--- config.mk ---
export PLATFORM = sky130hd
export DESIGN_NAME = kfpc_core
export DESIGN_NICKNAME = d
export VERILOG_FILES = /design/src/rtl/kfpc_pkg.sv /design/src/rtl/kfpc_core.sv
export VERILOG_INCLUDE_DIRS = /design/src /design/src/rtl
export SDC_FILE = /design/constraint.sdc
export NUM_CORES = 2
export LEC_CHECK = 0
export ABC_CLOCK_PERIOD_IN_PS = 25600
export BUFFER_PORTS_ARGS = -buffer_cell sky130_fd_sc_hd__buf_2
export CAP_MARGIN = 15
export CORE_ASPECT_RATIO = 0.7
export CORE_UTILIZATION = 30
export CTS_CLUSTER_DIAMETER = 50
export CTS_CLUSTER_SIZE = 25
export DETAILED_ROUTE_END_ITERATION = 7
export PLACE_DENSITY = 0.49
export SYNTH_ARGS = -nofsm -noshare
export SYNTH_HDL_FRONTEND = slang
export SYNTH_SLANG_ARGS = --single-unit
--- constraint.sdc ---
create_clock -name clk -period 25.6 [get_ports clk]
set_clock_uncertainty 0.05 [all_clocks]
set_input_delay 3.84 -clock clk [delete_from_list [all_inputs] [get_ports clk]]
set_output_delay 3.84 -clock clk [all_outputs]
set_load 0.02 [all_outputs]
--- src/rtl/assert_macros.svh ---
// ----------------------------------------------------------------------------
// Assertion macros
// Shared concurrent assertion forms, clocked on clk and disabled in rst.
// ----------------------------------------------------------------------------
`ifndef ASSERT_MACROS_SVH
`define ASSERT_MACROS_SVH

// Same-cycle implication.
`define KFPC_ASSERT(lbl, ante, cons, msg) \
  lbl: assert property (@(posedge clk) disable iff (rst) (ante) |-> (cons)) else $error(msg);

// Next-cycle implication.
`define KFPC_ASSERT_NXT(lbl, ante, cons, msg) \
  lbl: assert property (@(posedge clk) disable iff (rst) (ante) |=> (cons)) else $error(msg);

`endif

--- src/rtl/kfpc_pkg.sv ---
// ----------------------------------------------------------------------------
// kfpc_pkg
// Types, constants and arithmetic helpers of the Kalman predict/correct block.
// ----------------------------------------------------------------------------
`default_nettype none

package kfpc_pkg;

  localparam int STATE_SIZE_DEF = 2;
  localparam int IDX_W = 1;
  localparam int MEM_AW = 5;
  localparam int MEM_DEPTH = 32;
  localparam int ACC_W = 50;
  localparam int DVD_W = 48;
  localparam int Q_W = 49;
  localparam int PADDR_W = 6;

  localparam logic [MEM_AW-1:0] A_X   = 5'd0;
  localparam logic [MEM_AW-1:0] A_P   = 5'd2;
  localparam logic [MEM_AW-1:0] A_O   = 5'd6;
  localparam logic [MEM_AW-1:0] A_C   = 5'd8;
  localparam logic [MEM_AW-1:0] A_T   = 5'd10;
  localparam logic [MEM_AW-1:0] A_U   = 5'd14;
  localparam logic [MEM_AW-1:0] A_HP  = 5'd18;
  localparam logic [MEM_AW-1:0] A_PHT = 5'd20;
  localparam logic [MEM_AW-1:0] A_K   = 5'd22;
  localparam logic [MEM_AW-1:0] A_HX  = 5'd24;
  localparam logic [MEM_AW-1:0] A_Y   = 5'd25;
  localparam logic [MEM_AW-1:0] A_S   = 5'd26;

  localparam logic signed [31:0] Q_ONE = 32'sh0001_0000;
  localparam logic signed [ACC_W-1:0] SAT_HI = 2147483647;
  localparam logic signed [ACC_W-1:0] SAT_LO = -2147483647 - 1;

  localparam logic [1:0] MODE_PREDICT = 2'd0;
  localparam logic [1:0] MODE_CORRECT = 2'd1;
  localparam logic [1:0] MODE_LOAD    = 2'd2;
  localparam logic [1:0] MODE_UNUSED  = 2'd3;

  localparam logic [2:0] REG_ENABLE  = 3'd0;
  localparam logic [2:0] REG_TRANS0  = 3'd1;
  localparam logic [2:0] REG_TRANS1  = 3'd2;
  localparam logic [2:0] REG_CONTROL = 3'd3;
  localparam logic [2:0] REG_NOISE0  = 3'd4;
  localparam logic [2:0] REG_NOISE1  = 3'd5;
  localparam logic [2:0] REG_OBSERVE = 3'd6;
  localparam logic [2:0] REG_MNOISE  = 3'd7;

  typedef struct packed {
    logic [1:0]         mode;
    logic signed [31:0] control_value;
    logic signed [31:0] measured_value;
    logic signed [31:0] init_state_0;
    logic signed [31:0] init_state_1;
  } in_item_t;

  typedef struct packed {
    logic               accepted;
    logic               divide_fault;
    logic signed [31:0] estimate_0;
    logic signed [31:0] estimate_1;
    logic signed [31:0] open_loop_0;
    logic signed [31:0] open_loop_1;
    logic signed [31:0] corrected_0;
    logic signed [31:0] corrected_1;
  } out_item_t;

  typedef struct packed {
    logic        filter_enable;
    logic [63:0] transition_row_0;
    logic [63:0] transition_row_1;
    logic [63:0] control_column;
    logic [63:0] process_noise_row_0;
    logic [63:0] process_noise_row_1;
    logic [63:0] observation_row;
    logic [30:0] measurement_noise;
  } cfg_t;

  typedef struct packed {
    logic              we;
    logic [MEM_AW-1:0] waddr;
    logic [31:0]       wdata;
    logic [MEM_AW-1:0] raddr_a;
    logic [MEM_AW-1:0] raddr_b;
  } mem_req_t;

  typedef struct packed {
    logic                    start;
    logic signed [DVD_W-1:0] dividend;
    logic [30:0]             divisor;
  } div_req_t;

  typedef enum logic [2:0] {
    ST_IDLE, ST_RD, ST_MUL, ST_ADD, ST_DIV, ST_WR, ST_OUT, ST_DONE
  } state_t;

  typedef enum logic [4:0] {
    PH_P_X, PH_P_XC, PH_P_O, PH_P_OC, PH_P_FP, PH_P_NP,
    PH_C_HP, PH_C_PHT, PH_C_S, PH_C_K, PH_C_HX, PH_C_Y, PH_C_X, PH_C_XC,
    PH_C_M, PH_C_NP, PH_C_PC,
    PH_L_X, PH_L_O, PH_L_C, PH_END
  } phase_t;

  typedef enum logic [1:0] {EK_VEC, EK_MAT, EK_SCL} elem_kind_t;

  function automatic logic signed [31:0] half(input logic [63:0] w, input logic sel);
    return sel ? w[63:32] : w[31:0];
  endfunction

  function automatic logic signed [31:0] sat32(input logic signed [ACC_W-1:0] v);
    if (v > SAT_HI) begin
      return 32'sh7fff_ffff;
    end else if (v < SAT_LO) begin
      return 32'sh8000_0000;
    end
    return v[31:0];
  endfunction

  function automatic logic signed [ACC_W-1:0] round_q16(input logic signed [63:0] p);
    logic signed [63:0] t;
    t = p + 64'sd32768;
    return ACC_W'(t >>> 16);
  endfunction

  function automatic phase_t next_phase(input phase_t ph);
    case (ph)
      PH_P_X:   return PH_P_XC;
      PH_P_XC:  return PH_P_O;
      PH_P_O:   return PH_P_OC;
      PH_P_OC:  return PH_P_FP;
      PH_P_FP:  return PH_P_NP;
      PH_C_HP:  return PH_C_PHT;
      PH_C_PHT: return PH_C_S;
      PH_C_S:   return PH_C_K;
      PH_C_K:   return PH_C_HX;
      PH_C_HX:  return PH_C_Y;
      PH_C_Y:   return PH_C_X;
      PH_C_X:   return PH_C_XC;
      PH_C_XC:  return PH_C_M;
      PH_C_M:   return PH_C_NP;
      PH_C_NP:  return PH_C_PC;
      PH_L_X:   return PH_L_O;
      PH_L_O:   return PH_L_C;
      default:  return PH_END;
    endcase
  endfunction

  function automatic elem_kind_t elem_kind(input phase_t ph);
    case (ph)
      PH_P_FP, PH_P_NP, PH_C_M, PH_C_NP, PH_C_PC: return EK_MAT;
      PH_C_S, PH_C_HX, PH_C_Y:                    return EK_SCL;
      default:                                    return EK_VEC;
    endcase
  endfunction

  function automatic logic [1:0] term_last(input phase_t ph, input logic [1:0] n);
    case (ph)
      PH_P_X, PH_P_O:                   return n;
      PH_C_Y, PH_C_X, PH_C_M:           return 2'd1;
      PH_P_XC, PH_P_OC, PH_C_K, PH_C_XC, PH_C_PC,
      PH_L_X, PH_L_O, PH_L_C:           return 2'd0;
      default:                          return n - 2'd1;
    endcase
  endfunction

endpackage

`default_nettype wire

--- src/rtl/kfpc_core.sv ---
// ----------------------------------------------------------------------------
// kfpc_core
// Sequencer with one shared multiply-accumulate step. Each matrix or vector
// element is accumulated term by term, or divided for the gain, and written back.
// ----------------------------------------------------------------------------
`default_nettype none
`include "assert_macros.svh"

module kfpc_core #(
  parameter int STATE_SIZE = kfpc_pkg::STATE_SIZE_DEF
) (
  input  logic                clk,
  input  logic                rst,
  input  kfpc_pkg::cfg_t      cfg,
  input  logic                cmd_valid,
  output logic                cmd_stall,
  input  kfpc_pkg::in_item_t  cmd,
  output logic                res_valid,
  input  logic                res_stall,
  output kfpc_pkg::out_item_t res,
  output kfpc_pkg::mem_req_t  mem_req,
  input  logic [31:0]         mem_rdata_a,
  input  logic [31:0]         mem_rdata_b,
  output kfpc_pkg::div_req_t  div_req,
  input  logic                div_done,
  input  logic signed [kfpc_pkg::Q_W-1:0] div_quotient
);

  localparam int AW = kfpc_pkg::MEM_AW;
  localparam int IW = kfpc_pkg::IDX_W;
  localparam int CW = kfpc_pkg::ACC_W;
  localparam logic [1:0]    NT     = 2'(STATE_SIZE);
  localparam logic [IW-1:0] R_LAST = IW'(STATE_SIZE - 1);

  kfpc_pkg::state_t   st;
  kfpc_pkg::state_t   st_next;
  kfpc_pkg::phase_t   phase;
  kfpc_pkg::in_item_t item;

  logic [IW-1:0]        r;
  logic [IW-1:0]        c;
  logic [1:0]           j;
  logic [1:0]           oc;
  logic signed [CW-1:0] acc;
  logic signed [63:0]   prod;
  logic signed [31:0]   s_reg;
  logic                 acc_flag;
  logic                 fault_flag;
  logic signed [31:0]   e0, e1, o0, o1, c0, c1;

  logic [AW-1:0]        raddr_a;
  logic [AW-1:0]        raddr_b;
  logic [AW-1:0]        dest;
  logic signed [31:0]   op_a;
  logic signed [31:0]   op_b;
  logic signed [31:0]   add_v;
  logic                 neg;
  logic signed [31:0]   rda;
  logic signed [31:0]   rdb;
  logic signed [31:0]   wval;
  logic                 term_end;
  logic                 elem_end;
  logic                 s_bad;
  logic                 res_free;
  logic                 runs;

  assign rda      = mem_rdata_a;
  assign rdb      = mem_rdata_b;
  assign term_end = (j == kfpc_pkg::term_last(phase, NT));
  assign wval     = kfpc_pkg::sat32(CW'(kfpc_pkg::sat32(acc)) + CW'(add_v));
  assign s_bad    = (phase == kfpc_pkg::PH_C_S) && (wval <= 32'sd0);
  assign res_free = !res_valid || !res_stall;
  assign runs     = (cmd.mode == kfpc_pkg::MODE_PREDICT || cmd.mode == kfpc_pkg::MODE_CORRECT)
                    && cfg.filter_enable;

  always_comb begin
    case (kfpc_pkg::elem_kind(phase))
      kfpc_pkg::EK_MAT: elem_end = (r == R_LAST) && (c == R_LAST);
      kfpc_pkg::EK_VEC: elem_end = (r == R_LAST);
      default:          elem_end = 1'b1;
    endcase
  end

  // Operand and address selection for the current phase, element and term.
  always_comb begin
    raddr_a = kfpc_pkg::A_X;
    raddr_b = kfpc_pkg::A_X;
    op_a    = rda;
    op_b    = kfpc_pkg::Q_ONE;
    add_v   = '0;
    neg     = 1'b0;
    dest    = kfpc_pkg::A_T + AW'(r);
    case (phase)
      kfpc_pkg::PH_P_X, kfpc_pkg::PH_P_O: begin
        raddr_b = ((phase == kfpc_pkg::PH_P_X) ? kfpc_pkg::A_X : kfpc_pkg::A_O) + AW'(j[0]);
        if (j == NT) begin
          op_a = kfpc_pkg::half(cfg.control_column, r[0]);
          op_b = item.control_value;
        end else begin
          op_a = kfpc_pkg::half(r[0] ? cfg.transition_row_1 : cfg.transition_row_0, j[0]);
          op_b = rdb;
        end
      end
      kfpc_pkg::PH_P_XC, kfpc_pkg::PH_P_OC: begin
        raddr_a = kfpc_pkg::A_T + AW'(r);
        dest    = ((phase == kfpc_pkg::PH_P_XC) ? kfpc_pkg::A_X : kfpc_pkg::A_O) + AW'(r);
      end
      kfpc_pkg::PH_P_FP: begin
        raddr_b = kfpc_pkg::A_P + AW'({j[0], c});
        op_a    = kfpc_pkg::half(r[0] ? cfg.transition_row_1 : cfg.transition_row_0, j[0]);
        op_b    = rdb;
        dest    = kfpc_pkg::A_U + AW'({r, c});
      end
      kfpc_pkg::PH_P_NP: begin
        raddr_a = kfpc_pkg::A_U + AW'({r, j[0]});
        op_b    = kfpc_pkg::half(c[0] ? cfg.transition_row_1 : cfg.transition_row_0, j[0]);
        add_v   = kfpc_pkg::half(r[0] ? cfg.process_noise_row_1 : cfg.process_noise_row_0,
                                 c[0]);
        dest    = kfpc_pkg::A_P + AW'({r, c});
      end
      kfpc_pkg::PH_C_HP: begin
        raddr_b = kfpc_pkg::A_P + AW'({j[0], r});
        op_a    = kfpc_pkg::half(cfg.observation_row, j[0]);
        op_b    = rdb;
        dest    = kfpc_pkg::A_HP + AW'(r);
      end
      kfpc_pkg::PH_C_PHT: begin
        raddr_a = kfpc_pkg::A_P + AW'({r, j[0]});
        op_b    = kfpc_pkg::half(cfg.observation_row, j[0]);
        dest    = kfpc_pkg::A_PHT + AW'(r);
      end
      kfpc_pkg::PH_C_S: begin
        raddr_a = kfpc_pkg::A_HP + AW'(j[0]);
        op_b    = kfpc_pkg::half(cfg.observation_row, j[0]);
        add_v   = {1'b0, cfg.measurement_noise};
        dest    = kfpc_pkg::A_S;
      end
      kfpc_pkg::PH_C_K: begin
        raddr_a = kfpc_pkg::A_PHT + AW'(r);
        dest    = kfpc_pkg::A_K + AW'(r);
      end
      kfpc_pkg::PH_C_HX: begin
        raddr_b = kfpc_pkg::A_X + AW'(j[0]);
        op_a    = kfpc_pkg::half(cfg.observation_row, j[0]);
        op_b    = rdb;
        dest    = kfpc_pkg::A_HX;
      end
      kfpc_pkg::PH_C_Y: begin
        raddr_a = kfpc_pkg::A_HX;
        neg     = j[0];
        op_a    = j[0] ? rda : item.measured_value;
        dest    = kfpc_pkg::A_Y;
      end
      kfpc_pkg::PH_C_X: begin
        raddr_a = j[0] ? (kfpc_pkg::A_K + AW'(r)) : (kfpc_pkg::A_X + AW'(r));
        raddr_b = kfpc_pkg::A_Y;
        op_b    = j[0] ? rdb : kfpc_pkg::Q_ONE;
        dest    = kfpc_pkg::A_X + AW'(r);
      end
      kfpc_pkg::PH_C_XC: begin
        raddr_a = kfpc_pkg::A_X + AW'(r);
        dest    = kfpc_pkg::A_C + AW'(r);
      end
      kfpc_pkg::PH_C_M: begin
        raddr_a = kfpc_pkg::A_K + AW'(r);
        neg     = j[0];
        if (j[0]) begin
          op_b = kfpc_pkg::half(cfg.observation_row, c[0]);
        end else begin
          op_a = (r == c) ? kfpc_pkg::Q_ONE : 32'sd0;
        end
        dest    = kfpc_pkg::A_T + AW'({r, c});
      end
      kfpc_pkg::PH_C_NP: begin
        raddr_a = kfpc_pkg::A_T + AW'({r, j[0]});
        raddr_b = kfpc_pkg::A_P + AW'({j[0], c});
        op_b    = rdb;
        dest    = kfpc_pkg::A_U + AW'({r, c});
      end
      kfpc_pkg::PH_C_PC: begin
        raddr_a = kfpc_pkg::A_U + AW'({r, c});
        dest    = kfpc_pkg::A_P + AW'({r, c});
      end
      kfpc_pkg::PH_L_X, kfpc_pkg::PH_L_O, kfpc_pkg::PH_L_C: begin
        op_a = r[0] ? item.init_state_1 : item.init_state_0;
        case (phase)
          kfpc_pkg::PH_L_X: dest = kfpc_pkg::A_X + AW'(r);
          kfpc_pkg::PH_L_O: dest = kfpc_pkg::A_O + AW'(r);
          default:          dest = kfpc_pkg::A_C + AW'(r);
        endcase
      end
      default: ;
    endcase
  end

  // Next state.
  always_comb begin
    st_next = st;
    case (st)
      kfpc_pkg::ST_IDLE: begin
        if (cmd_valid) begin
          st_next = (cmd.mode == kfpc_pkg::MODE_LOAD || runs) ? kfpc_pkg::ST_RD
                                                               : kfpc_pkg::ST_OUT;
        end
      end
      kfpc_pkg::ST_RD:  st_next = kfpc_pkg::ST_MUL;
      kfpc_pkg::ST_MUL: begin
        st_next = (phase == kfpc_pkg::PH_C_K) ? kfpc_pkg::ST_DIV : kfpc_pkg::ST_ADD;
      end
      kfpc_pkg::ST_ADD: st_next = term_end ? kfpc_pkg::ST_WR : kfpc_pkg::ST_RD;
      kfpc_pkg::ST_DIV: st_next = div_done ? kfpc_pkg::ST_WR : kfpc_pkg::ST_DIV;
      kfpc_pkg::ST_WR: begin
        if (s_bad || (elem_end && kfpc_pkg::next_phase(phase) == kfpc_pkg::PH_END)) begin
          st_next = kfpc_pkg::ST_OUT;
        end else begin
          st_next = kfpc_pkg::ST_RD;
        end
      end
      kfpc_pkg::ST_OUT:  st_next = (oc == 2'd3) ? kfpc_pkg::ST_DONE : kfpc_pkg::ST_OUT;
      kfpc_pkg::ST_DONE: st_next = res_free ? kfpc_pkg::ST_IDLE : kfpc_pkg::ST_DONE;
      default:           st_next = kfpc_pkg::ST_IDLE;
    endcase
  end

  // Outputs toward the handshake, the memory and the divider.
  always_comb begin
    cmd_stall        = (st != kfpc_pkg::ST_IDLE);
    mem_req.we       = (st == kfpc_pkg::ST_WR);
    mem_req.waddr    = dest;
    mem_req.wdata    = wval;
    mem_req.raddr_a  = raddr_a;
    mem_req.raddr_b  = raddr_b;
    if (st == kfpc_pkg::ST_OUT) begin
      case (oc)
        2'd0:    mem_req.raddr_a = kfpc_pkg::A_X;
        2'd1:    mem_req.raddr_a = kfpc_pkg::A_O;
        default: mem_req.raddr_a = kfpc_pkg::A_C;
      endcase
      mem_req.raddr_b = mem_req.raddr_a + AW'(1);
    end
    div_req.start    = (st == kfpc_pkg::ST_MUL) && (phase == kfpc_pkg::PH_C_K);
    div_req.dividend = {rda, 16'h0000};
    div_req.divisor  = s_reg[30:0];
  end

  always_ff @(posedge clk) begin
    if (rst) begin
      st        <= kfpc_pkg::ST_IDLE;
      phase     <= kfpc_pkg::PH_END;
      res_valid <= 1'b0;
    end else begin
      st <= st_next;
      if (st == kfpc_pkg::ST_IDLE && cmd_valid) begin
        phase <= (cmd.mode == kfpc_pkg::MODE_LOAD) ? kfpc_pkg::PH_L_X :
                 (cmd.mode == kfpc_pkg::MODE_PREDICT) ? kfpc_pkg::PH_P_X : kfpc_pkg::PH_C_HP;
      end else if (st == kfpc_pkg::ST_WR && elem_end) begin
        phase <= kfpc_pkg::next_phase(phase);
      end
      if (st == kfpc_pkg::ST_DONE && res_free) begin
        res_valid <= 1'b1;
      end else if (!res_stall) begin
        res_valid <= 1'b0;
      end
    end
  end

  always_ff @(posedge clk) begin
    case (st)
      kfpc_pkg::ST_IDLE: begin
        item       <= cmd;
        acc        <= '0;
        r          <= '0;
        c          <= '0;
        j          <= '0;
        oc         <= '0;
        fault_flag <= 1'b0;
        acc_flag   <= (cmd.mode == kfpc_pkg::MODE_LOAD) || runs;
      end
      kfpc_pkg::ST_MUL: prod <= op_a * op_b;
      kfpc_pkg::ST_ADD: begin
        acc <= neg ? acc - kfpc_pkg::round_q16(prod) : acc + kfpc_pkg::round_q16(prod);
        if (!term_end) begin
          j <= j + 2'd1;
        end
      end
      kfpc_pkg::ST_DIV: begin
        if (div_done) begin
          acc <= CW'(div_quotient);
        end
      end
      kfpc_pkg::ST_WR: begin
        acc <= '0;
        j   <= '0;
        if (phase == kfpc_pkg::PH_C_S) begin
          s_reg <= wval;
        end
        fault_flag <= s_bad;
        if (kfpc_pkg::elem_kind(phase) == kfpc_pkg::EK_MAT && c != R_LAST) begin
          c <= c + 1'b1;
        end else begin
          c <= '0;
          r <= (r == R_LAST || kfpc_pkg::elem_kind(phase) == kfpc_pkg::EK_SCL) ? '0 : r + 1'b1;
        end
      end
      kfpc_pkg::ST_OUT: begin
        oc <= oc + 2'd1;
        case (oc)
          2'd1: begin e0 <= rda; e1 <= rdb; end
          2'd2: begin o0 <= rda; o1 <= rdb; end
          2'd3: begin c0 <= rda; c1 <= rdb; end
          default: ;
        endcase
      end
      kfpc_pkg::ST_DONE: begin
        if (res_free) begin
          res.accepted     <= acc_flag;
          res.divide_fault <= fault_flag;
          res.estimate_0   <= e0;
          res.estimate_1   <= e1;
          res.open_loop_0  <= o0;
          res.open_loop_1  <= o1;
          res.corrected_0  <= c0;
          res.corrected_1  <= c1;
        end
      end
      default: ;
    endcase
  end

  `KFPC_ASSERT(a_div_wait, div_done, st == kfpc_pkg::ST_DIV, "divider finished outside its wait")
  `KFPC_ASSERT(a_fault_acc, res_valid && res.divide_fault, res.accepted, "fault on refused item")
  `KFPC_ASSERT_NXT(a_res_load, st == kfpc_pkg::ST_DONE && res_free, res_valid, "result not loaded")
  `KFPC_ASSERT(a_wr_after_op, mem_req.we, $past(st) == kfpc_pkg::ST_ADD || $past(st) == kfpc_pkg::ST_DIV, "write without a finished element")

endmodule

`default_nettype wire

==> run summary <==
Hold timing on the final database bottoms out at a slack of 350 ps. Leaving out fill and tap cells, the most frequent cell in the layout is inv_1. A synthesized cell averages 10.3 um^2. The number of buffers inserted by post-CTS setup repair is 0. The placer's final routability congestion estimate came out at 0.967. The tree is rooted in a clkbuf_16. The final-report hold violation count is 0. The layout overhead on the synthesized area came out at 15.5%. By area the synthesized netlist is led by fa_1 31%, edfxtp_1 28%, inv_1 6.6%, nand2_1 5.9%, ha_1 4.9%. The post-route clock period utilization came out at 53.1%. The number of gates resized after cts came out at 0.

Leaving out fill and tap cells, the most frequent cells in the layout are 1241 x inv_1, 1111 x nand2_1, 1083 x fa_1. In the final design database the tool counted 9677 nets. Of the cells placed in the final design, the portion with a size suffix greater than 1 is 18.3%. The signal on the critical path passes through buf_2 -> mux4_2 -> a22o_1 -> ha_1 -> a21oi_1 -> nor4b_1 -> or4_1 -> a21oi_1 -> nor3_1 -> a211oi_1 -> o21ai_1 -> o221ai_1 -> nand2_1 -> a21oi_2 -> o21ai_0 -> buf_2. The via count came out at between 50000 and 60000.

The final reports fail on design-rule violations. For this run, the leading register cell type out of synthesis is edfxtp_1. No sink is reached through more buffers than the 3 on the longest clock path. The path class of the tightest hold or removal check is reg2reg.

The fraction of met1 tracks used by global routing came out at 32.8%. In this run the cell area of the synthesized design comes to 0.0708 mm^2. The height of the die came out at around 400 um. Across every metal layer, demand over resource in global routing totals 23.4%. More flip-flops sit in one register than any other, and that register is res.

The top cell type's share of synthesized area came out at a little under a third. The share of the yosys chip area belonging to registers is 28.2%. The estimated wirelength of the detail-placed design is 223000 um. The remaining design rule violation count came out at 3. The final number of setup-violating endpoints came out at 0. For this design the top-level I/O count stands at 988. The highest cell delay on the worst timing path came out at 880 ps. The number of standard cells in the layout, taps in and fillers out is roughly 11000. The arrival time of the worst setup path is 9700 ps. The data required time of the worst path is 21710 ps. The run finished, with violations left. The kind of start point of the critical path is a primary input. The clock insertion delay at the later pin of the skew report is 700 ps. The headroom to the max-slew limit came out at 21.3%. TritonCTS built the clock tree. The width of the chip came out at 583 um.

Across the whole layout, storage elements account for about 0.02 mm^2. The initial antenna violation count came out at 52. For the pin with the worst max-slew slack, the measured transition is 1170 ps.

The pin count of the biggest net entering global routing came out at about 120. The number of iterations in the first detailed-routing pass is 8. The count of port buffers added during placement came out at roughly 970. The die area is 0.238 mm^2. The starting density of the core came out at 30.3%. The cell type of the slowest stage on the worst timing path is a21oi_2. The via density per instance is 5.10. Clock tree synthesis inserted a total of 68 buffers. The multi-input combinational cell area came out at 0.0447 mm^2. The final routed wirelength across all metal layers is 281000 um.

The kind of critical path is in2out. The number of DRC violations after detailed-routing iteration 0 came out at approximately 5400. The layer flagged by global routing as most heavily used is met2.

The global-route wire length before repair came out at 403000 um. The number of flip-flops in the largest register came out at 194. The clock-pin slew reported for the worst setup and hold paths after clock tree synthesis came out at 90 ps.

The wire length per cell after detailed routing came out at approximately 26 um. The number of warnings reported in the yosys synthesis log is 0. For this design, the CTS-stage hold fixing added 0 buffers.

Counting I/O delays and the setup requirement, the final critical path takes 13590 ps. The post-synthesis instance total is 6866. The met2 routing resource usage after global routing is 36.2%. Once detail routing completed, the nets flagged for antenna violations numbered 0. Clock tree synthesis found a total of 670 sinks. STA classifies the critical path endpoint as an output port. The initialized floorplan defines 148 standard-cell rows. In the final layout, the registers with the most flip-flops are res x194, item x128, acc x50. Summed over all failing endpoints, the final setup total negative slack is 0 ps. Along the worst path, the maximum fanout reaches 31.

Broken down by cell family, the worst path's largest delay share belongs to compound AO/OA/AOI/OAI gates. The layout has 23600 filler cells. Timing would allow up to 73.6 MHz. The number of distinct library cell variants in the gate-level netlist after synthesis is 92. The max-capacitance violation count is 0. The largest total area in the synthesized netlist belongs to fa_1. The worst path buffer plus inverter count is 2. The area of the placeable core came out at around 0.23 mm^2. Global routing used 5.71% of the available met3 tracks. The number of placed instances, taps included, is 10700. The post-synthesis register bit count is 670. The total count of max-transition violations in the final report came out at 0. Summing all placed instances gives a cell area of 0.0792 mm^2. The post-synthesis async set-or-reset flop share is 0%. The final instance area came out at roughly 0.08 mm^2. The number of H-tree levels came out at 3. Setup repair after global routing left no endpoint under its margin.

The count of flip-flops with a built-in enable after synthesis is 652. The residual overflow from global routing came out at 0. The via count of the first global-routing pass came out at 56400.
-- routing by layer --
layer  share of wire [%]  wire [um]
met3                 9.7      27300
met1                  44     123000
met4                 2.4       6670
met2                  44     124000
met5               0.037        105
-- cells in the mapped netlist (all sizes together), types with 21 or more instances --
| master | number |
|---|---|
| o21ai | 168 |
| mux4 | 71 |
| nand4 | 43 |
| buf | 118 |
| mux2 | 55 |
| ha | 275 |
| o22ai | 49 |
| a221o | 34 |
| a22o | 34 |
| nor2b | 41 |
| and2 | 75 |
| nand2b | 39 |
| nor3 | 41 |
| xor2 | 104 |
| a211o | 23 |
| a222oi | 27 |
| edfxtp | 652 |
| clkbuf | 280 |
| a21oi | 187 |
| o21bai | 21 |
| mux2i | 138 |
| nand2 | 1114 |
| a31oi | 29 |
| nor2 | 319 |
| fa | 1083 |
| and3 | 27 |
| inv | 1242 |
| nand3 | 90 |
| xnor2 | 125 |
| a21o | 82 |
-- worst paths after layout --
check / cells past startpoint / to / slack [ps] / start
min: 0 / res[35] / 350 / c0[3]
min reg2reg: 0 / res[35] / 350 / c0[3]
max: 16 / mem_req[24] / 12010 / cfg[129]
max reg2reg: 37 / prod[63] / 13020 / r
-- cells by family (layout without fill, tap and decap cells) --
kind of cell | Yosys count | count (layout) | share of synthesized area, %
AOI/OAI and AO/OA | 837 | 837 | 8.08
xor gates and xnor gates | 229 | 229 | 2.83
adders and majority gates | 1358 | 1358 | 35.5
buffers and inverters | 1642 | 2470 | 9.02
DFF | 670 | 670 | 28.2
muxes | 264 | 264 | 5.08
other | 1 | 46 | 0.00530
and+or+nand+nor | 1865 | 1865 | 11.3
-- per-stage QoR --
stage / utilization (%) / setup slack [ps]
after detailed placement: 33.9 / 11500
after floorplan: - / 11570
final: 35.0 / 12010
after global placement: 33.9 / 11640
after global routing: 35.0 / 11640
after CTS: 35.0 / 11960
-- final cells by class --
cell class	instances	area share [%]
inverters	1244	5.72
diodes	30	0.0918
flip-flops and latches	670	24.4
clock inverters	55	0.981
clock buffers	69	2.09
multi-input cells	4569	54.7
well taps	3150	4.82
repair buffers	1102	7.22
Power is not shown: default switching activity piles up to over one toggle a cycle in this logic, so the estimate is an artifact.
