### src/rtl/assert_macros.svh
// ----------------------------------------------------------------------------
// Assertion macros
// Shared concurrent assertion forms, clocked on clk and disabled in rst.
// ----------------------------------------------------------------------------
`ifndef ASSERT_MACROS_SVH
`define ASSERT_MACROS_SVH

// Same-cycle implication.
`define KFPC_ASSERT(lbl, ante, cons, msg) \
  lbl: assert property (@(posedge clk) disable iff (rst) (ante) |-> (cons)) else $error(msg);

// Next-cycle implication.
`define KFPC_ASSERT_NXT(lbl, ante, cons, msg) \
  lbl: assert property (@(posedge clk) disable iff (rst) (ante) |=> (cons)) else $error(msg);

`endif

### src/rtl/kfpc_pkg.sv
// ----------------------------------------------------------------------------
// kfpc_pkg
// Types, constants and arithmetic helpers of the Kalman predict/correct block.
// ----------------------------------------------------------------------------
`default_nettype none

package kfpc_pkg;

  localparam int STATE_SIZE_DEF = 2;
  localparam int IDX_W = 1;
  localparam int MEM_AW = 5;
  localparam int MEM_DEPTH = 32;
  localparam int ACC_W = 50;
  localparam int DVD_W = 48;
  localparam int Q_W = 49;
  localparam int PADDR_W = 6;

  localparam logic [MEM_AW-1:0] A_X   = 5'd0;
  localparam logic [MEM_AW-1:0] A_P   = 5'd2;
  localparam logic [MEM_AW-1:0] A_O   = 5'd6;
  localparam logic [MEM_AW-1:0] A_C   = 5'd8;
  localparam logic [MEM_AW-1:0] A_T   = 5'd10;
  localparam logic [MEM_AW-1:0] A_U   = 5'd14;
  localparam logic [MEM_AW-1:0] A_HP  = 5'd18;
  localparam logic [MEM_AW-1:0] A_PHT = 5'd20;
  localparam logic [MEM_AW-1:0] A_K   = 5'd22;
  localparam logic [MEM_AW-1:0] A_HX  = 5'd24;
  localparam logic [MEM_AW-1:0] A_Y   = 5'd25;
  localparam logic [MEM_AW-1:0] A_S   = 5'd26;

  localparam logic signed [31:0] Q_ONE = 32'sh0001_0000;
  localparam logic signed [ACC_W-1:0] SAT_HI = 2147483647;
  localparam logic signed [ACC_W-1:0] SAT_LO = -2147483647 - 1;

  localparam logic [1:0] MODE_PREDICT = 2'd0;
  localparam logic [1:0] MODE_CORRECT = 2'd1;
  localparam logic [1:0] MODE_LOAD    = 2'd2;
  localparam logic [1:0] MODE_UNUSED  = 2'd3;

  localparam logic [2:0] REG_ENABLE  = 3'd0;
  localparam logic [2:0] REG_TRANS0  = 3'd1;
  localparam logic [2:0] REG_TRANS1  = 3'd2;
  localparam logic [2:0] REG_CONTROL = 3'd3;
  localparam logic [2:0] REG_NOISE0  = 3'd4;
  localparam logic [2:0] REG_NOISE1  = 3'd5;
  localparam logic [2:0] REG_OBSERVE = 3'd6;
  localparam logic [2:0] REG_MNOISE  = 3'd7;

  typedef struct packed {
    logic [1:0]         mode;
    logic signed [31:0] control_value;
    logic signed [31:0] measured_value;
    logic signed [31:0] init_state_0;
    logic signed [31:0] init_state_1;
  } in_item_t;

  typedef struct packed {
    logic               accepted;
    logic               divide_fault;
    logic signed [31:0] estimate_0;
    logic signed [31:0] estimate_1;
    logic signed [31:0] open_loop_0;
    logic signed [31:0] open_loop_1;
    logic signed [31:0] corrected_0;
    logic signed [31:0] corrected_1;
  } out_item_t;

  typedef struct packed {
    logic        filter_enable;
    logic [63:0] transition_row_0;
    logic [63:0] transition_row_1;
    logic [63:0] control_column;
    logic [63:0] process_noise_row_0;
    logic [63:0] process_noise_row_1;
    logic [63:0] observation_row;
    logic [30:0] measurement_noise;
  } cfg_t;

  typedef struct packed {
    logic              we;
    logic [MEM_AW-1:0] waddr;
    logic [31:0]       wdata;
    logic [MEM_AW-1:0] raddr_a;
    logic [MEM_AW-1:0] raddr_b;
  } mem_req_t;

  typedef struct packed {
    logic                    start;
    logic signed [DVD_W-1:0] dividend;
    logic [30:0]             divisor;
  } div_req_t;

  typedef enum logic [2:0] {
    ST_IDLE, ST_RD, ST_MUL, ST_ADD, ST_DIV, ST_WR, ST_OUT, ST_DONE
  } state_t;

  typedef enum logic [4:0] {
    PH_P_X, PH_P_XC, PH_P_O, PH_P_OC, PH_P_FP, PH_P_NP,
    PH_C_HP, PH_C_PHT, PH_C_S, PH_C_K, PH_C_HX, PH_C_Y, PH_C_X, PH_C_XC,
    PH_C_M, PH_C_NP, PH_C_PC,
    PH_L_X, PH_L_O, PH_L_C, PH_END
  } phase_t;

  typedef enum logic [1:0] {EK_VEC, EK_MAT, EK_SCL} elem_kind_t;

  function automatic logic signed [31:0] half(input logic [63:0] w, input logic sel);
    return sel ? w[63:32] : w[31:0];
  endfunction

  function automatic logic signed [31:0] sat32(input logic signed [ACC_W-1:0] v);
    if (v > SAT_HI) begin
      return 32'sh7fff_ffff;
    end else if (v < SAT_LO) begin
      return 32'sh8000_0000;
    end
    return v[31:0];
  endfunction

  function automatic logic signed [ACC_W-1:0] round_q16(input logic signed [63:0] p);
    logic signed [63:0] t;
    t = p + 64'sd32768;
    return ACC_W'(t >>> 16);
  endfunction

  function automatic phase_t next_phase(input phase_t ph);
    case (ph)
      PH_P_X:   return PH_P_XC;
      PH_P_XC:  return PH_P_O;
      PH_P_O:   return PH_P_OC;
      PH_P_OC:  return PH_P_FP;
      PH_P_FP:  return PH_P_NP;
      PH_C_HP:  return PH_C_PHT;
      PH_C_PHT: return PH_C_S;
      PH_C_S:   return PH_C_K;
      PH_C_K:   return PH_C_HX;
      PH_C_HX:  return PH_C_Y;
      PH_C_Y:   return PH_C_X;
      PH_C_X:   return PH_C_XC;
      PH_C_XC:  return PH_C_M;
      PH_C_M:   return PH_C_NP;
      PH_C_NP:  return PH_C_PC;
      PH_L_X:   return PH_L_O;
      PH_L_O:   return PH_L_C;
      default:  return PH_END;
    endcase
  endfunction

  function automatic elem_kind_t elem_kind(input phase_t ph);
    case (ph)
      PH_P_FP, PH_P_NP, PH_C_M, PH_C_NP, PH_C_PC: return EK_MAT;
      PH_C_S, PH_C_HX, PH_C_Y:                    return EK_SCL;
      default:                                    return EK_VEC;
    endcase
  endfunction

  function automatic logic [1:0] term_last(input phase_t ph, input logic [1:0] n);
    case (ph)
      PH_P_X, PH_P_O:                   return n;
      PH_C_Y, PH_C_X, PH_C_M:           return 2'd1;
      PH_P_XC, PH_P_OC, PH_C_K, PH_C_XC, PH_C_PC,
      PH_L_X, PH_L_O, PH_L_C:           return 2'd0;
      default:                          return n - 2'd1;
    endcase
  endfunction

endpackage

`default_nettype wire

### src/rtl/kfpc_div.sv
// ----------------------------------------------------------------------------
// kfpc_div
// Bit-serial restoring divider, signed dividend by positive divisor,
// quotient truncated toward zero, one quotient bit per cycle.
// ----------------------------------------------------------------------------
`default_nettype none

module kfpc_div (
  input  logic                               clk,
  input  logic                               rst,
  input  kfpc_pkg::div_req_t                 req,
  output logic                               done,
  output logic signed [kfpc_pkg::Q_W-1:0]    quotient
);

  localparam int DW = kfpc_pkg::DVD_W;
  localparam int CW = $clog2(DW);

  logic          busy;
  logic [CW-1:0] cnt;
  logic [DW-1:0] dvd;
  logic [DW-1:0] quo;
  logic [30:0]   dvs;
  logic [30:0]   rem;
  logic          neg;
  logic [31:0]   sh;
  logic [32:0]   diff;
  logic          qbit;
  logic [DW-1:0] quo_next;
  logic [30:0]   rem_next;

  always_comb begin
    sh       = {rem, dvd[DW-1]};
    diff     = {1'b0, sh} - {2'b0, dvs};
    qbit     = !diff[32];
    rem_next = qbit ? diff[30:0] : sh[30:0];
    quo_next = {quo[DW-2:0], qbit};
  end

  always_ff @(posedge clk) begin
    if (rst) begin
      busy <= 1'b0;
      done <= 1'b0;
    end else begin
      done <= 1'b0;
      if (req.start) begin
        busy <= 1'b1;
      end else if (busy && cnt == CW'(DW - 1)) begin
        busy <= 1'b0;
        done <= 1'b1;
      end
    end
  end

  always_ff @(posedge clk) begin
    if (req.start) begin
      cnt <= '0;
      rem <= '0;
      quo <= '0;
      dvs <= req.divisor;
      neg <= req.dividend[DW-1];
      dvd <= req.dividend[DW-1] ? DW'(-req.dividend) : DW'(req.dividend);
    end else if (busy) begin
      cnt <= cnt + 1'b1;
      rem <= rem_next;
      quo <= quo_next;
      dvd <= {dvd[DW-2:0], 1'b0};
      if (cnt == CW'(DW - 1)) begin
        quotient <= neg ? -$signed({1'b0, quo_next}) : $signed({1'b0, quo_next});
      end
    end
  end

endmodule

`default_nettype wire

### config.mk
export PLATFORM = sky130hd
export DESIGN_NAME = kfpc_div
export DESIGN_NICKNAME = d
export VERILOG_FILES = /design/src/rtl/assert_macros.svh /design/src/rtl/kfpc_pkg.sv /design/src/rtl/kfpc_div.sv
export SDC_FILE = /design/constraint.sdc
export NUM_CORES = 1
export LEC_CHECK = 0
export ABC_AREA = 1
export ABC_CLOCK_PERIOD_IN_PS = 4100
export BUFFER_PORTS_ARGS = -buffer_cell sky130_fd_sc_hd__buf_4
export CAP_MARGIN = 40
export CORE_MARGIN = 2
export CORE_UTILIZATION = 56
export DETAILED_ROUTE_END_ITERATION = 8
export MAX_ROUTING_LAYER = met4
export PLACE_DENSITY = 0.77
export SLEW_MARGIN = 20
export SYNTH_ARGS = -nofsm -noshare
export SYNTH_HDL_FRONTEND = slang
export SYNTH_SLANG_ARGS = --single-unit
### constraint.sdc
create_clock -name clk -period 4.1 [get_ports clk]
set_input_delay 0.82 -clock clk [delete_from_list [all_inputs] [get_ports clk]]
set_output_delay 0.82 -clock clk [all_outputs]
set_load 0.05 [all_outputs]
==> key figures, run 1 <==
Logic synthesis
  – Simple-Gate Fraction of Synth Area: 0.291
  – Synthesized area: around 13,000 µm²
  – Net count after synthesis: around 1,800
  – FFs w/ async S/R, synth: 0
  – Main synth FF type: edfxtp_1
  – Sequential area share after synthesis: 0.440
  – Yosys reg bits: 215
  – Synth Instances: 1,698
  – Adder-cell area share of the yosys netlist: 0.0350
  – Yosys warning count: 0
  – Synth area leaders: edfxtp_1 (30%), nand2_1 (14%), dfxtp_1 (14%)
  – Multiplexer share of the synthesized area: 0
  – Compound-Gate Fraction of Synth Area: 0.0964
  – Top cell type's share of synthesized area: 0.305
  – Leading area contributor after synthesis: edfxtp_1
  – Syn Area/Cell: between 7 and 8 µm²
  – EDFF count, synth: 129
  – Main combinational cell family by area after synthesis: simple AND/OR/NAND/NOR gates
  – Post-Synth XOR/XNOR Area: 0.0524
  – Netlist cell types: 49

Clock network
  – Post-CTS Hold Fix Bufs: 0
  – CTS tree: done
  – Sink Count: 215
  – Cts repair resizes: 0
  – Post-CTS setup buffers: 0
  – Clock transition at path regs: approximately 0.060 ns
  – Worst-case clock buffer depth: 3
  – Worst skew pair latency: ~0.53 ns
  – H-tree levels: 1
  – Root buffer cell: clkbuf_16
  – TritonCTS Buffers: 25

STA
  – Min Tclk post-route: 3.53 ns
  – RSZ-0062 raised after global routing: false
  – Endpoints failing setup: 0
  – Final hold viol count: 0
  – Setup ws final: between 0.5 and 0.6 ns
  – Measured slew at the worst slew-check pin: between 0.7 and 0.8 ns
  – Slew Viols, Final: 0
  – Relative slew slack: 0.523
  – Hold Worst Slack: ~0.46 ns
  – Clock Skews: 0.0229 ns
  – Final period util: 0.862
  – Setup TNS: 0 ns
  – Max Clk Rate: 283 MHz

Global routing
  – M1 GR Usage: 0.412
  – Total GRT Usage: 0.299
  – Largest net degree at the start of global routing: 56
  – Initial antenna violation count: 0
  – Vias in the first global route: between 10,000 and 15,000
  – Routing usage on met3: 0.0440
  – Global-route wire length before repair: 55,900 µm
  – Top Usage Layer GRT: met2
  – GRT overflow: 0
  – Met2 Use GR: 0.473

Cells and area
  – Layout cell share with drive strength beyond 1: 0.112
  – Layout area overhead: 16.3%
  – Antenna fix cells: 0
  – Final net count: 1,940
  – Post-layout util: 0.659

Placement
  – Port Buffer Count: 131
  – Setup Slack @ Placement: 0.605 ns
  – HPWL after DPL: between 20,000 and 30,000 µm
  – RePlAce Congestion: roughly 0.97

Critical path
  – Required time worst endpoint: roughly 4.4 ns
  – Slowest library cell on the worst path: edfxtp_1
  – Buf/Inv on CP: 5
  – Crit start category: flip-flop
  – Crit-path max FO: 6
  – Top cell by count, worst path: nand2_1
  – Critical path class: flip-flop to flip-flop
  – Worst path max stage delay: 0.38 ns
  – Worst path top cell family by delay: simple AND/OR/NAND/NOR gates
  – Worst setup EP type: flip-flop
  – Arrival time worst endpoint: 3.81 ns

Floorplanning
  – Core Box Area: about 22,000 µm²
  – # rows: 55
  – Die ar.: 23,900 µm²
  – Starting density of the core: 0.567
  – Ports: 132
  – Chip height: about 150 µm
  – Die width: 155 µm

Pwr
  – Worst vdd ir: ~0.36 mV
  – LEAKAGE: 7.06 nW
  – Pwr Density: 344 nW/µm²

Detailed routing
  – WL final: roughly 35,000 µm
  – Vias per inst: 5.43
  – DRC: 0
  – DRT iter0 DRCs: 877
  – Wire per inst: ~16 µm
  – Via count: between 10,000 and 15,000
  – Detail Route Antenna Nets: 0
  – Router iterations before antenna repair: 6

Run
  – Max Cap Viol: 0

Outcome
  – Status: finished, final reports clean

Hold path
  – Hold/Removal Path Class: primary input to flip-flop
-- layout make-up --
cell class	instances	area, µm²
Inverter	235	883
Fill cell	2006	7640
Sequential cell	215	5600
Clock buffer	30	644
Multi-Input combinational cell	1202	6030
Tap cell	285	357
Timing Repair Buffer	144	1110
Clock inverter	16	169
-- layer usage --
metal / part of all wire / wire length [µm]
met1: 0.47 / 16100
met5: 0 / 0
met3: 0.066 / 2280
met2: 0.45 / 15600
met4: 0.018 / 637
-- placed cells by master, fill, tap and decap left out, drive strengths merged, types with 4 or more instances in the layout --
cell type and count:
nand4 26, xor2 65, inv 235, or2 7, edfxtp 129, nor3 39
xnor2 11, o211ai 7, o22ai 46, a21oi 43, ha 34, o21bai 6
nand3b 7, nand3 108, nor4 4, nor2 192, buf 144, o31ai 5
nand2 489, clkbuf 30, and3 4, clkinv 10, a31oi 19, dfxtp 86
o21ai 79
-- worst paths after layout --
check                                     startpoint  slack, ns                     end  cells after the start
worst max-delay path               dvd[47]$_DFFE_PP_       0.57  quotient[40]$_DFFE_PP_                     25
worst max register to register     dvd[47]$_DFFE_PP_       0.57  quotient[40]$_DFFE_PP_                     25
worst min-delay path                         req[28]       0.46       dvs[28]$_DFFE_PP_                      1
worst min register to register  rem[22]$_SDFFE_PP0P_       0.47    rem[22]$_SDFFE_PP0P_                      2
-- state kept, by name, summed over array words and instances, names as in the netlist --
name / count
busy: 1
cnt: 6
done: 1
dvd: 48
dvs: 31
neg: 1
quo: 47
quotient: 49
rem: 31
-- power by group --
group	internal [mW]	leakage [nW]	switching (mW)	total [mW]
clock network	1.31	0.388	0.895	2.21
logic	0.165	4.72	0.301	0.466
registers	2.38	1.95	0.0248	2.41
total	3.86	7.06	1.22	5.08
-- stage by stage --
stage	power, mW	instance area [µm²]	std cells
floorplan	2.73	12700	1698
global placement	2.90	13900	2079
detailed placement	2.91	14000	2081
CTS	5.11	14800	2127
global route	5.25	14800	2127
finish	5.08	14800	2127
-- synthesized netlist by cell type (7+ instances only) --
cell type and number:
xor2_1 65, nand3b_1 7, dfxtp_1 86, o21ai_1 8
a21oi_1 41, ha_1 34, clkbuf_1 30, nor3_1 39
nand4_1 25, buf_1 10, xnor2_1 11, o211ai_1 7
nand3_1 108, o21ai_0 69, a31oi_1 19, edfxtp_1 129
o22ai_1 46, nor2_1 186, nand2_1 484, inv_1 229
-- cell families (layout without fill, tap and decap cells) --
group                    count (synthesis)  in the layout
flip-flops                             215            215
AND/OR/NAND/NOR                        880            880
adder cells (fa/ha/maj)                 35             35
buffers and inverters                  281            425
AO/OA/AOI/OAI                          211            211
XOR/XNOR                                76             76
Note: power is estimated with default switching activity, not from simulation.
==> inputs of run 2 (changes only) <==
--- a/config.mk
+++ b/config.mk
@@ -9,8 +9,10 @@
 export ABC_CLOCK_PERIOD_IN_PS = 4100
 export BUFFER_PORTS_ARGS = -buffer_cell sky130_fd_sc_hd__buf_4
 export CAP_MARGIN = 40
+export CORE_ASPECT_RATIO = 1.25
 export CORE_MARGIN = 2
 export CORE_UTILIZATION = 56
+export CTS_CLUSTER_DIAMETER = 100
 export DETAILED_ROUTE_END_ITERATION = 8
 export MAX_ROUTING_LAYER = met4
 export PLACE_DENSITY = 0.77
==> run 2 against run 1 <==
Effect of this change: count of clock-buffer cells in the layout unchanged; sequential share of layout area increased by 0.23 points; clock skew decreased by 0.010 ns; critical path depth unchanged; non-clock buffer count increased by 1; sequential cell count unchanged; worst hold slack improved by 0.013 ns; sequential power about the same; die area about the same; critical path type unchanged; critical endpoint unchanged.
==> key figures, run 2 (synthesized netlist as in run 1, its figures left out) <==
Outcome
  – Status: finished, final reports clean

Critical path
  – CP Launch Point: dvd[47]$_DFFE_PP_
  – Crit start category: flip-flop
  – FF-to-FF path depth: 25 (unchanged)
  – RR Endpoint: quotient[40]$_DFFE_PP_
  – Worst setup EP type: flip-flop
  – R2R Setup Slk: 0.61 ns (+0.05 ns)
  – RR Startpoint: dvd[47]$_DFFE_PP_
  – Arrival time worst endpoint: 3.75 ns (-0.06 ns)
  – Critical path class: flip-flop to flip-flop
  – Required time worst endpoint: 4.37 ns (about the same)
  – Crit-path max FO: 6 (unchanged)

STA
  – RSZ-0062 raised after global routing: false
  – Final hold viol count: 0 (unchanged)
  – Measured slew at the worst slew-check pin: 0.778 ns (+0.0626 ns)
  – Max Clk Rate: 287 MHz (+1.4%)
  – Final period util: 0.850 (-0.0119)
  – Endpoints failing setup: 0 (unchanged)
  – Relative slew slack: 0.482 (-0.0418)
  – Slew Viols, Final: 0 (unchanged)
  – Setup TNS: 0 ns (unchanged)
  – Clock Skews: 0.0127 ns (-0.0102 ns)
  – Min Tclk post-route: 3.49 ns (-0.0486 ns)

Floorplanning
  – Die width: 139 µm (-10%)
  – Die ar.: 23,900 µm² (about the same)
  – Starting density of the core: 0.570 (+0.00375)
  – Chip height: 172 µm (+11%)
  – Core Box Area: 22,300 µm² (-0.66%)
  – Ports: 132 (unchanged)
  – # rows: 61 (+11%)

Clock network
  – Clock transition at path regs: 0.07 ns (about the same)
  – Cts repair resizes: 0 (unchanged)
  – Worst-case clock buffer depth: 3 (unchanged)
  – CTS tree: done
  – H-tree levels: 1 (unchanged)
  – Root buffer cell: clkbuf_16
  – Sink Count: 215 (unchanged)
  – TritonCTS Buffers: 23 (-8.0%)
  – Worst skew pair latency: 0.52 ns (about the same)
  – Post-CTS Hold Fix Bufs: 0 (unchanged)
  – Post-CTS setup buffers: 0 (unchanged)

Global routing
  – Initial antenna violation count: 0 (unchanged)
  – GRT overflow: 0 (unchanged)
  – Vias in the first global route: 11,170 (+1.1%)
  – Global-route wire length before repair: 56,200 µm (+0.47%)
  – Largest net degree at the start of global routing: 67 (+20%)
  – Total GRT Usage: 0.300 (+0.000662)

Detailed routing
  – Vias per inst: 5.46 (+0.57%)
  – Wire per inst: 16.6 µm (+1.9%)
  – Detail Route Antenna Nets: 0 (unchanged)
  – DRC: 0 (unchanged)
  – Router iterations before antenna repair: 5 (-1)
  – Via count: 11,596 (+0.33%)
  – DRT iter0 DRCs: 787 (-10%)
  – WL final: 35,200 µm (+1.6%)

Hold path
  – Cells on Worst Hold Path: 1 (unchanged)
  – Hold/Removal Path Class: primary input to flip-flop
  – Hold_sp: req[13]
  – Min-Delay Endpoint: dvs[13]$_DFFE_PP_

Cells and area
  – Non-Filler Instances: 2,122 (-0.24%)
  – Fill count: 1,995 (-0.55%)
  – Post-layout util: 0.660 (about the same)
  – Antenna fix cells: 0 (unchanged)
  – Layout cell share with drive strength beyond 1: 0.112 (+0.000182)
  – Regs by FF count: quotient x49, dvd x48, quo x47
  – Most frequent cells in the layout: nand2_1 (484), inv_1 (227), nor2_1 (186)
  – Final net count: 1,939 (-0.052%)
  – Max reg flops: 49 (unchanged)
  – Layout area overhead: 15.6%
  – Most flop-heavy register: quotient
  – Most common cell after layout, fill and taps aside: nand2_1

Pwr
  – Pwr Density: 333 nW/µm² (-2.9%)
  – Overall power: 4.90 mW (-3.5%)
  – Worst vdd ir: 0.380 mV (+6.7%)
  – LEAKAGE: 7.04 nW (-0.38%)

Placement
  – HPWL after DPL: 27,300 µm (+3.5%)
  – Dpl cells: 2,080 (-0.048%)
  – Port Buffer Count: 131 (unchanged)
  – RePlAce Congestion: 0.993 (+2.2%)

Run
  – Max Cap Viol: 0 (unchanged)
==> run 2: changes by cell type in the layout (fill, tap and decap cells not counted) <==
cell | before | now
buf_4 | 142 | 144
clkinv_1 | 5 | 2
clkinvlp_4 | 3 | 1
inv_2 | 6 | 7
bufinv_16 | 3 | 1
buf_12 | 2 | 1
clkbuf_16 | 25 | 24
clkinv_2 | 4 | 5
clkinv_4 | 1 | 2
clkbuf_8 | 0 | 1
==> run 2: worst max path at each step <==
stage	to
final	quotient[40]$_DFFE_PP_
after global routing	quotient[40]$_DFFE_PP_
after CTS	quotient[40]$_DFFE_PP_
after detailed placement	quotient[44]$_DFFE_PP_
after global placement	quotient[40]$_DFFE_PP_
after floorplan	quotient[44]$_DFFE_PP_
==> run 2: worst max-delay path, cell delays in order (launching register included) <==
cell	delay, ns
edfxtp_1	0.38
inv_1	0.08
ha_1	0.20
fa_1	0.22
inv_1	0.05
nand2_1	0.05
nand2_1	0.07
nand3_1	0.07
nand2_1	0.11
nand2_1	0.09
nand2_2	0.09
nand2_4	0.12
nand2_8	0.05
inv_1	0.15
ha_1	0.23
nand3_1	0.12
nor2_2	0.18
inv_2	0.08
nor2_4	0.12
nand3_1	0.12
inv_2	0.11
nand4_2	0.11
o21ai_2	0.25
nand2_1	0.08
nand2_1	0.06
nand2_1	0.05
==> run 2: metal layers <==
layer  GRT usage  vias up  share of wire
met5           -        -              0
met4       0.130        0          0.044
met3      0.0357       90          0.051
met2       0.515      365           0.49
met1       0.359     5335           0.42
li1            -     5806              -
==> run 2: report_power, final <==
group	total [mW]	internal, mW	switching [mW]
sequential	2.41	2.38	0.0289
clock	2.03	1.16	0.871
combinational	0.460	0.164	0.296
total	4.90	3.71	1.20
==> run 2: cell type report <==
type | instances | area [µm²] | share of cell area
Timing Repair Buffer | 145 | 1100 | 0.0749
Multi-Input combinational cell | 1202 | 6030 | 0.410
Clock buffer | 30 | 633 | 0.0431
Tap cell | 283 | 354 | 0.0241
Inverter | 235 | 882 | 0.0600
Sequential cell | 215 | 5600 | 0.381
Clock inverter | 12 | 101 | 0.00689
==> run 2: metrics by stage <==
step	cell area (µm²)	setup slack [ns]	hold slack, ns
after global placement	13900	0.767	0.458
after floorplan	12700	1.09	0.440
final	14700	0.615	0.473
after CTS	14700	0.627	0.461
after detailed placement	14000	0.643	0.466
after global routing	14700	0.254	0.466
==> inputs of run 3 (changes only) <==
--- a/config.mk
+++ b/config.mk
@@ -15,7 +15,7 @@
 export CTS_CLUSTER_DIAMETER = 100
 export DETAILED_ROUTE_END_ITERATION = 8
 export MAX_ROUTING_LAYER = met4
-export PLACE_DENSITY = 0.77
+export PLACE_DENSITY = 0.76
 export SLEW_MARGIN = 20
 export SYNTH_ARGS = -nofsm -noshare
 export SYNTH_HDL_FRONTEND = slang
==> run 3 against run 2 <==
Effect of this change: setup slack better by 0.040 ns; die area unchanged; largest cell class unchanged; clock power up 9%; worst hold slack worse by 0.0040 ns; largest power group unchanged.
==> key figures, run 3 (synthesized netlist as in run 1, its figures left out) <==
Critical path
  – Critical path cell sequence: inv_1 -> ha_1 -> a21oi_1 -> nand2_1 -> a21oi_1 -> nand2_2 -> nand2_4 -> nand2_8 -> inv_1 -> ha_1 -> nand3_1 -> nor2_2 -> inv_2 -> nor2_4 -> nand3_1 -> inv_2 -> nand4_2 -> o21ai_2 -> nand2_1 -> nand2_1 -> nand2_1
  – Worst setup EP type: flip-flop
  – Buf/Inv on CP: 4 (-1)
  – R2R Setup Slk: 0.65 ns (+0.04 ns)
  – Top cell by count, worst path: nand2_1
  – Critical path class: flip-flop to flip-flop
  – FF-to-FF path depth: 21 (-16%)
  – Worst path top cell family by delay: simple AND/OR/NAND/NOR gates
  – RR Endpoint: quotient[40]$_DFFE_PP_
  – Arrival time worst endpoint: 3.71 ns (-0.04 ns)
  – Crit-path max FO: 6 (unchanged)
  – Crit path depth: 21 (-16%)
  – Required time worst endpoint: 4.37 ns (about the same)
  – Crit start category: flip-flop
  – Slowest library cell on the worst path: ha_1
  – RR Startpoint: dvs[11]$_DFFE_PP_
  – Worst path max stage delay: 0.35 ns (-0.03 ns)

Cells and area
  – Antenna fix cells: 0 (unchanged)
  – Layout area overhead: 16.3%
  – Non-Filler Instances: 2,119 (-0.14%)
  – Most common cell after layout, fill and taps aside: nand2_1
  – Regs by FF count: quotient x49, dvd x48, quo x47
  – Max reg flops: 49 (unchanged)
  – Post-route cell area: 14,800 µm² (+0.56%)
  – Most flop-heavy register: quotient
  – Post-layout util: 0.663 (+0.00370)
  – Most frequent cells in the layout: nand2_1 (484), inv_1 (227), nor2_1 (186)
  – Final net count: 1,937 (-0.10%)
  – Layout cell share with drive strength beyond 1: 0.111 (-0.00145)

STA
  – Measured slew at the worst slew-check pin: 0.615 ns (-0.163 ns)
  – Final period util: 0.840 (-0.00983)
  – Endpoints failing setup: 0 (unchanged)
  – Setup ws final: 0.655 ns (+0.0403 ns)
  – Max Clk Rate: 290 MHz (+1.2%)
  – Slew Viols, Final: 0 (unchanged)
  – Setup TNS: 0 ns (unchanged)
  – Hold Worst Slack: 0.469 ns (-0.00397 ns)
  – Clock Skews: 0.0192 ns (+0.00651 ns)
  – RSZ-0062 raised after global routing: false
  – Min Tclk post-route: 3.45 ns (-0.0403 ns)
  – Relative slew slack: 0.586 (+0.104)
  – Final hold viol count: 0 (unchanged)

Outcome
  – Status: finished, final reports clean

Global routing
  – Initial antenna violation count: 0 (unchanged)
  – Vias in the first global route: 10,966 (-1.8%)
  – Global-route wire length before repair: 54,100 µm (-3.6%)
  – GRT overflow: 0 (unchanged)
  – Total GRT Usage: 0.289 (-0.0108)
  – Largest net degree at the start of global routing: 66 (-1.5%)

Placement
  – Placed inst area: 14,000 µm² (+0.13%)
  – Port Buffer Count: 131 (unchanged)
  – RePlAce Congestion: 0.966 (-2.7%)
  – Setup Slack @ Placement: 0.689 ns (+0.0461 ns)
  – Dpl cells: 2,078 (-0.096%)
  – HPWL after DPL: 26,200 µm (-3.9%)

Clock network
  – Clock transition at path regs: 0.07 ns (about the same)
  – Post-CTS Hold Fix Bufs: 0 (unchanged)
  – Sink Count: 215 (unchanged)
  – Post-CTS setup buffers: 0 (unchanged)
  – Cts repair resizes: 0 (unchanged)
  – Worst-case clock buffer depth: 3 (unchanged)
  – Root buffer cell: clkbuf_16
  – Worst skew pair latency: 0.51 ns (about the same)
  – TritonCTS Buffers: 23 (unchanged)
  – CTS tree: done
  – H-tree levels: 1 (unchanged)

Detailed routing
  – DRT iter0 DRCs: 799 (+1.5%)
  – DRC: 0 (unchanged)
  – Router iterations before antenna repair: 5 (unchanged)
  – Detail Route Antenna Nets: 0 (unchanged)
  – Via count: 11,552 (-0.38%)
  – Wire per inst: 16.1 µm (-2.6%)
  – WL final: 34,200 µm (-2.8%)
  – Vias per inst: 5.45 (-0.24%)

Floorplanning
  – Chip height: 172 µm (unchanged)
  – Starting density of the core: 0.570 (unchanged)
  – Core Box Area: 22,300 µm² (unchanged)
  – Die width: 139 µm (unchanged)
  – Ports: 132 (unchanged)
  – Die ar.: 23,900 µm² (unchanged)
  – # rows: 61 (unchanged)

Run
  – Max Cap Viol: 0 (unchanged)

Hold path
  – Min-Delay Endpoint: rem[19]$_SDFFE_PP0P_
  – Hold/Removal Path Class: flip-flop to flip-flop
  – Hold_sp: rem[19]$_SDFFE_PP0P_
  – Cells on Worst Hold Path: 2 (+1)

Pwr
  – Worst vdd ir: 0.498 mV (+31%)
  – LEAKAGE: 7.06 nW (+0.41%)
  – Pwr Density: 343 nW/µm² (+3.0%)
  – Overall power: 5.08 mW (+3.6%)
## run 3: worst register-to-register path, stage by stage (launching register included)
cell	delay, ns
edfxtp_1	0.32
inv_1	0.04
ha_1	0.35
a21oi_1	0.29
nand2_1	0.09
a21oi_1	0.16
nand2_2	0.13
nand2_4	0.12
nand2_8	0.05
inv_1	0.17
ha_1	0.23
nand3_1	0.11
nor2_2	0.18
inv_2	0.08
nor2_4	0.11
nand3_1	0.11
inv_2	0.11
nand4_2	0.12
o21ai_2	0.26
nand2_1	0.08
nand2_1	0.06
nand2_1	0.04
## run 3: report_power, final
part / total, mW / switching (mW) / internal [mW]
clock: 2.21 / 0.873 / 1.34
combinational: 0.465 / 0.299 / 0.166
sequential: 2.41 / 0.0251 / 2.38
## run 3: layout make-up
cell class	count	area (µm²)
clock buffer	30	622
clock inverter	11	178
fill	2012	7500
inverter	235	882
multi-input combinational	1202	6030
sequential	215	5600
tap	283	354
timing repair buffer	143	1120
## run 3: how the worst max path moves through the flow
stage,from,to,slack (ns)
3_5_place_dp,dvs[11]$_DFFE_PP_,quotient[40]$_DFFE_PP_,0.69
3_3_place_gp,dvs[11]$_DFFE_PP_,quotient[40]$_DFFE_PP_,0.74
4_1_cts,dvs[11]$_DFFE_PP_,quotient[40]$_DFFE_PP_,0.65
2_1_floorplan,dvs[19]$_DFFE_PP_,quotient[44]$_DFFE_PP_,1.09
5_1_grt,dvd[47]$_DFFE_PP_,quotient[40]$_DFFE_PP_,0.31
6_report,dvs[11]$_DFFE_PP_,quotient[40]$_DFFE_PP_,0.65
## run 3: layer usage
layer | track usage | routed length [µm] | vias up
li1 | - | - | 5808
met2 | 0.486 | 16100 | 379
met4 | 0.118 | 1410 | 0
met1 | 0.357 | 14700 | 5276
met3 | 0.0366 | 2010 | 89
met5 | - | 0 | -
